## config.mk

```make
export PLATFORM = sky130hd
export DESIGN_NAME = rab_blend
export DESIGN_NICKNAME = d
export VERILOG_FILES = /design/src/rtl/rab_pkg.sv /design/src/rtl/rab_blend.sv
export SDC_FILE = /design/constraint.sdc
export NUM_CORES = 1
export LEC_CHECK = 0
export BUFFER_PORTS_ARGS = -buffer_cell sky130_fd_sc_hd__buf_2
export CORE_ASPECT_RATIO = 1.4
export CORE_UTILIZATION = 40
export DETAILED_ROUTE_END_ITERATION = 8
export GPL_TIMING_DRIVEN = 0
export MAX_ROUTING_LAYER = met4
export PLACE_DENSITY = 0.67
export SYNTH_ARGS = -nofsm -noshare
export SYNTH_HDL_FRONTEND = slang
export SYNTH_SLANG_ARGS = --single-unit
```

## constraint.sdc

```tcl
create_clock -name clk -period 5.91 [get_ports clk]
set_input_delay 0.2955 -clock clk [delete_from_list [all_inputs] [get_ports clk]]
set_output_delay 0.2955 -clock clk [all_outputs]
set_load 0.01 [all_outputs]
```

## src/rtl/rab_pkg.sv

```systemverilog
// rab_pkg: shared constants, types and helpers of the RGB565 pixel write engine.
// Used by every module of the block; depends on nothing.
package rab_pkg;

  localparam int MAX_WIDTH  = 128;
  localparam int MAX_HEIGHT = 128;
  localparam int DEPTH      = MAX_WIDTH * MAX_HEIGHT;
  localparam int ADDR_W     = $clog2(DEPTH);
  localparam int COL_W      = $clog2(MAX_WIDTH);
  localparam int ROW_W      = $clog2(MAX_HEIGHT);

  localparam int GEOM_W  = 8;
  localparam int POS_W   = 11;
  localparam int COLOR_W = 16;
  localparam int ALPHA_W = 8;
  localparam int CHAN_W  = 8;
  localparam int MIX_W   = 16;

  localparam logic [GEOM_W-1:0] WIDTH_LIMIT  = GEOM_W'(MAX_WIDTH);
  localparam logic [GEOM_W-1:0] HEIGHT_LIMIT = GEOM_W'(MAX_HEIGHT);
  localparam logic [ADDR_W-1:0] LAST_ADDR    = ADDR_W'(DEPTH - 1);

  localparam logic [ALPHA_W-1:0] ALPHA_OPAQUE = 8'd255;
  localparam logic [ALPHA_W-1:0] ALPHA_NONE   = 8'd0;

  localparam logic CMD_PUT   = 1'b0;
  localparam logic CMD_BLEND = 1'b1;

  localparam logic [0:0] REG_FB_WIDTH  = 1'b0;
  localparam logic [0:0] REG_FB_HEIGHT = 1'b1;

  typedef enum logic [2:0] {
    ST_CLEAR,
    ST_IDLE,
    ST_ADDR,
    ST_READ,
    ST_MUL,
    ST_FIN
  } state_t;

  typedef struct packed {
    logic               we;
    logic               re;
    logic [ADDR_W-1:0]  addr;
    logic [COLOR_W-1:0] wdata;
  } ram_req_t;

  function automatic logic [COLOR_W-1:0] byte_swap(input logic [COLOR_W-1:0] v);
    return {v[7:0], v[15:8]};
  endfunction

endpackage

```

## src/rtl/rab_blend.sv

```systemverilog
// rab_blend: per-channel alpha mix of a source color over a stored word.
// Stage one registers d*255 + (s-d)*a per channel; the result divides by 255
// and repacks to a byte-swapped RGB565 word. Depends on rab_pkg.
module rab_blend (
  input  logic                        clk,
  input  logic                        load,
  input  logic [rab_pkg::COLOR_W-1:0] color,
  input  logic [rab_pkg::COLOR_W-1:0] dst_word,
  input  logic [rab_pkg::ALPHA_W-1:0] alpha,
  output logic [rab_pkg::COLOR_W-1:0] blend_word
);

  logic [rab_pkg::COLOR_W-1:0] dst;
  logic [rab_pkg::CHAN_W-1:0]  s_ch [3];
  logic [rab_pkg::CHAN_W-1:0]  d_ch [3];
  logic [rab_pkg::CHAN_W-1:0]  q_ch [3];
  logic [rab_pkg::MIX_W-1:0]   mix_next [3];
  logic [rab_pkg::MIX_W-1:0]   mix [3];

  assign dst = rab_pkg::byte_swap(dst_word);

  assign s_ch[0] = {color[15:11], 3'b000};
  assign s_ch[1] = {color[10:5], 2'b00};
  assign s_ch[2] = {color[4:0], 3'b000};
  assign d_ch[0] = {dst[15:11], 3'b000};
  assign d_ch[1] = {dst[10:5], 2'b00};
  assign d_ch[2] = {dst[4:0], 3'b000};

  for (genvar c = 0; c < 3; c++) begin : g_chan
    logic signed [8:0]  diff;
    logic signed [17:0] base;
    logic signed [17:0] prod;
    logic signed [17:0] sum;
    logic [rab_pkg::MIX_W:0] t;

    assign diff = $signed({1'b0, s_ch[c]}) - $signed({1'b0, d_ch[c]});
    assign base = $signed({2'b00, d_ch[c], 8'h00}) - $signed({10'h000, d_ch[c]});
    assign prod = diff * $signed({1'b0, alpha});
    assign sum  = base + prod;
    // sum stays within 0..65025
    assign mix_next[c] = sum[rab_pkg::MIX_W-1:0];

    always_ff @(posedge clk) begin
      if (load) begin
        mix[c] <= mix_next[c];
      end
    end

    // exact v/255 for v up to 65025
    assign t = {1'b0, mix[c]} + {9'h000, mix[c][15:8]} + 17'd1;
    assign q_ch[c] = t[15:8];
  end

  assign blend_word = rab_pkg::byte_swap({q_ch[0][7:3], q_ch[1][7:2], q_ch[2][7:3]});

endmodule

```

==> metrics.yaml <==
placedInstanceArea_mm2: 0.0104
post_synth_num_cell_types: 50
tritoncts: "built"
synthesis.area_mm2: 0.00973
antenna_violating_nets_post_route: 0
worst_hold_path.endpoint: "mix[0][18]"
async_reset_ff_share_pct: 0
synth_cells: 1034
detailedPlacementHpwl_mm: 17.5
gr-total-overflow: 0
gpl.final_weighted_congestion: 0.847
grt_max_degree: 41
synth_seq_area_share_pct: 12.4
setup.worst_path.start_class: "input port"
critPathMaxFanout: 4
rsz0062_at_grt: "true"
hold_path_class: "in -> reg"
outcome: "finished clean"
finalHoldViolCount: 0
layout_min_cycle_time_ns: 5.73
crit_path_end_kind: "register"
num_io_pins: 58
timing.max_slew.rel_slack_pct: 38.4
vias_per_cell: 4.92
final_critical_path_share_of_the_clock_period_pct: 96.9
ys_warn_count: 0
num_antenna_cells: 0
floorplan.rows: 67
clock_tree.buffer_depth: 2
design.die.area_mm2: 0.0250
grt_pass1_vias: 7338
area_growth_from_synthesis_to_layout_pct: 11.3
hold_path.startpoint: "color[5]"
largest_reg_flops: 40
fin_hold_ws_ns: 0.326
die_height_um: 187
post_syn_area_per_cell_um2: 9.41
grt_antenna_before_repair: 0
track_usage_pct: 18.4
synth-edff-count: 40
max_freq_ghz: 0.175
netlist_top_cells_count: "269 x sky130_fd_sc_hd__inv_1, 165 x sky130_fd_sc_hd__fa_1, 123 x sky130_fd_sc_hd__ha_1, 103 x sky130_fd_sc_hd__nand2_1, 63 x sky130_fd_sc_hd__xnor2_1"
die_w_um: 134
critPathRequiredTime_ns: 6.07
largest_registers_in_the_final_layout: "mix (40)"
clock_tree.htree_level_count: 2
wl_per_cell_um: 14.9
synth.most_common_cell: "sky130_fd_sc_hd__inv_1"
setup_tns_ns: 0
vias: 6946
max_transition_viols_final: 0
cts-buffers-inserted: 5
yosysTopAreaCell: "sky130_fd_sc_hd__fa_1"
starting_utilization_of_the_core_area_pct: 40.7
numClockSinks: 40
buffer_ports.inserted: 51
drcViolationCount: 0
critPathArrivalTime_ns: 5.89
number_of_nets_in_the_layout: 1432
ys_seq_elements: 40
stdcell_area_mm2: 0.0108
portion_of_synthesized_cell_area_occupied_by_the_leading_cell_type_pct: 34.0
setup_viol: 0
fp.coreArea_mm2: 0.0239
synth-main-ff-cell: "sky130_fd_sc_hd__edfxtp_1"
synth.net_count: 1364
clkSlewWorstSetupHoldPaths_ns: 0.06
min_path_cells: 3
dr.first_iter.drc_count: 254
max_flop_register: "mix"
layout-drive-gt1-share_pct: 10.4
grt_first_pass_wirelength_mm: 34.8
leading_cell_types_by_total_area_after_synthesis: "sky130_fd_sc_hd__fa_1 34%, sky130_fd_sc_hd__ha_1 16%, sky130_fd_sc_hd__edfxtp_1 12%, sky130_fd_sc_hd__inv_1 10%, sky130_fd_sc_hd__xnor2_1 5.7%"
clk_root_buffer_cell: "sky130_fd_sc_hd__clkbuf_16"
number_of_maximum_capacitance_violations: 0
detail_route.wirelength_mm: 21.0
tightestPinTransition_ns: 0.924
drt_pre_antenna_iters: 4
path_class: "in -> reg"
[worst max path at each step]
stage	start	end	cells past startpoint
6_report	color[5]	mix[0][30]	23
4_1_cts	dst_word[3]	mix[0][15]	22
3_3_place_gp	dst_word[3]	mix[0][15]	22
3_5_place_dp	dst_word[3]	mix[0][15]	22
2_1_floorplan	color[11]	mix[0][15]	22
5_1_grt	color[5]	mix[0][30]	25
[what timing repair did]
item | 4_1_cts | 5_1_grt
cloned | 0 | 0
pin swaps | 4 | 9
resized for setup | 15 | 34
endpoints found under the setup margin | 9 | 10
hold buffers | 0 | 0
buffers inserted | 6 | 4
[per-stage QoR]
stage	setup slack [ns]	utilization [%]	cells
4_1_cts	0.00353	44.7	1409
3_5_place_dp	-0.695	43.5	1395
3_3_place_gp	-0.654	43.5	1395
5_1_grt	-0.0365	45.3	1413
6_report	0.181	45.3	1413
2_1_floorplan	0.0870	-	1034
[worst max-delay path, stage by stage]
cell and delay [ns]:
sky130_fd_sc_hd__buf_2 0.12, sky130_fd_sc_hd__inv_1 0.06, sky130_fd_sc_hd__ha_2 0.22, sky130_fd_sc_hd__fa_2 0.26
sky130_fd_sc_hd__nor2b_2 0.06, sky130_fd_sc_hd__o31a_1 0.33, sky130_fd_sc_hd__buf_4 0.15, sky130_fd_sc_hd__a21oi_2 0.18
sky130_fd_sc_hd__buf_4 0.18, sky130_fd_sc_hd__nand2_1 0.07, sky130_fd_sc_hd__fa_1 0.48, sky130_fd_sc_hd__fa_1 0.54
sky130_fd_sc_hd__fa_1 0.45, sky130_fd_sc_hd__fa_1 0.52, sky130_fd_sc_hd__fa_1 0.55, sky130_fd_sc_hd__inv_1 0.06
sky130_fd_sc_hd__ha_1 0.34, sky130_fd_sc_hd__inv_1 0.07, sky130_fd_sc_hd__o21bai_1 0.09, sky130_fd_sc_hd__a21oi_2 0.19
sky130_fd_sc_hd__o21ai_1 0.15, sky130_fd_sc_hd__or4_1 0.42, sky130_fd_sc_hd__nand3_1 0.10
[layout by cell type, fill, tap and decap left out, drive strengths merged, types with 18 or more instances in the layout]
| master | Yosys | final |
|---|---|---|
| nor2 | 21 | 21 |
| buf | 2 | 63 |
| inv | 269 | 269 |
| o21ai | 24 | 24 |
| a21oi | 25 | 25 |
| nand2b | 23 | 23 |
| edfxtp | 40 | 40 |
| ha | 123 | 123 |
| fa | 165 | 165 |
| xor2 | 18 | 18 |
| nand2 | 103 | 103 |
| xnor2 | 63 | 63 |
| and2 | 18 | 18 |
| nor2b | 32 | 32 |
| clkbuf | 15 | 20 |
[logic make-up after synthesis]
| group | synth area share (%) |
|---|---|
| flops | 12.4 |
| mux | 0.386 |
| buf+inv | 11.2 |
| xor+xnor | 7.29 |
| compound gates | 6.97 |
| simple gates | 12.0 |
| fa+ha+maj | 49.8 |
[metal layers]
layer	part of all wire [%]	vias to the layer above	global-route usage [%]
li1	-	3322	-
met1	39	3451	20.9
met2	54	133	32.8
met3	3.3	40	1.58
met4	3.5	0	7.47
met5	0	-	-
[final cells by class]
type	count	area, µm²
inverters	269	1010
well taps	310	388
multi-input cells	708	7640
clock inverters	3	42.5
clock buffers	5	125
flip-flops and latches	40	1200
plain buffers	17	82.6
fillers	2304	13100
repair buffers	61	330
Power is not shown: default switching activity piles up to over one toggle a cycle in this logic, so the estimate is an artifact.
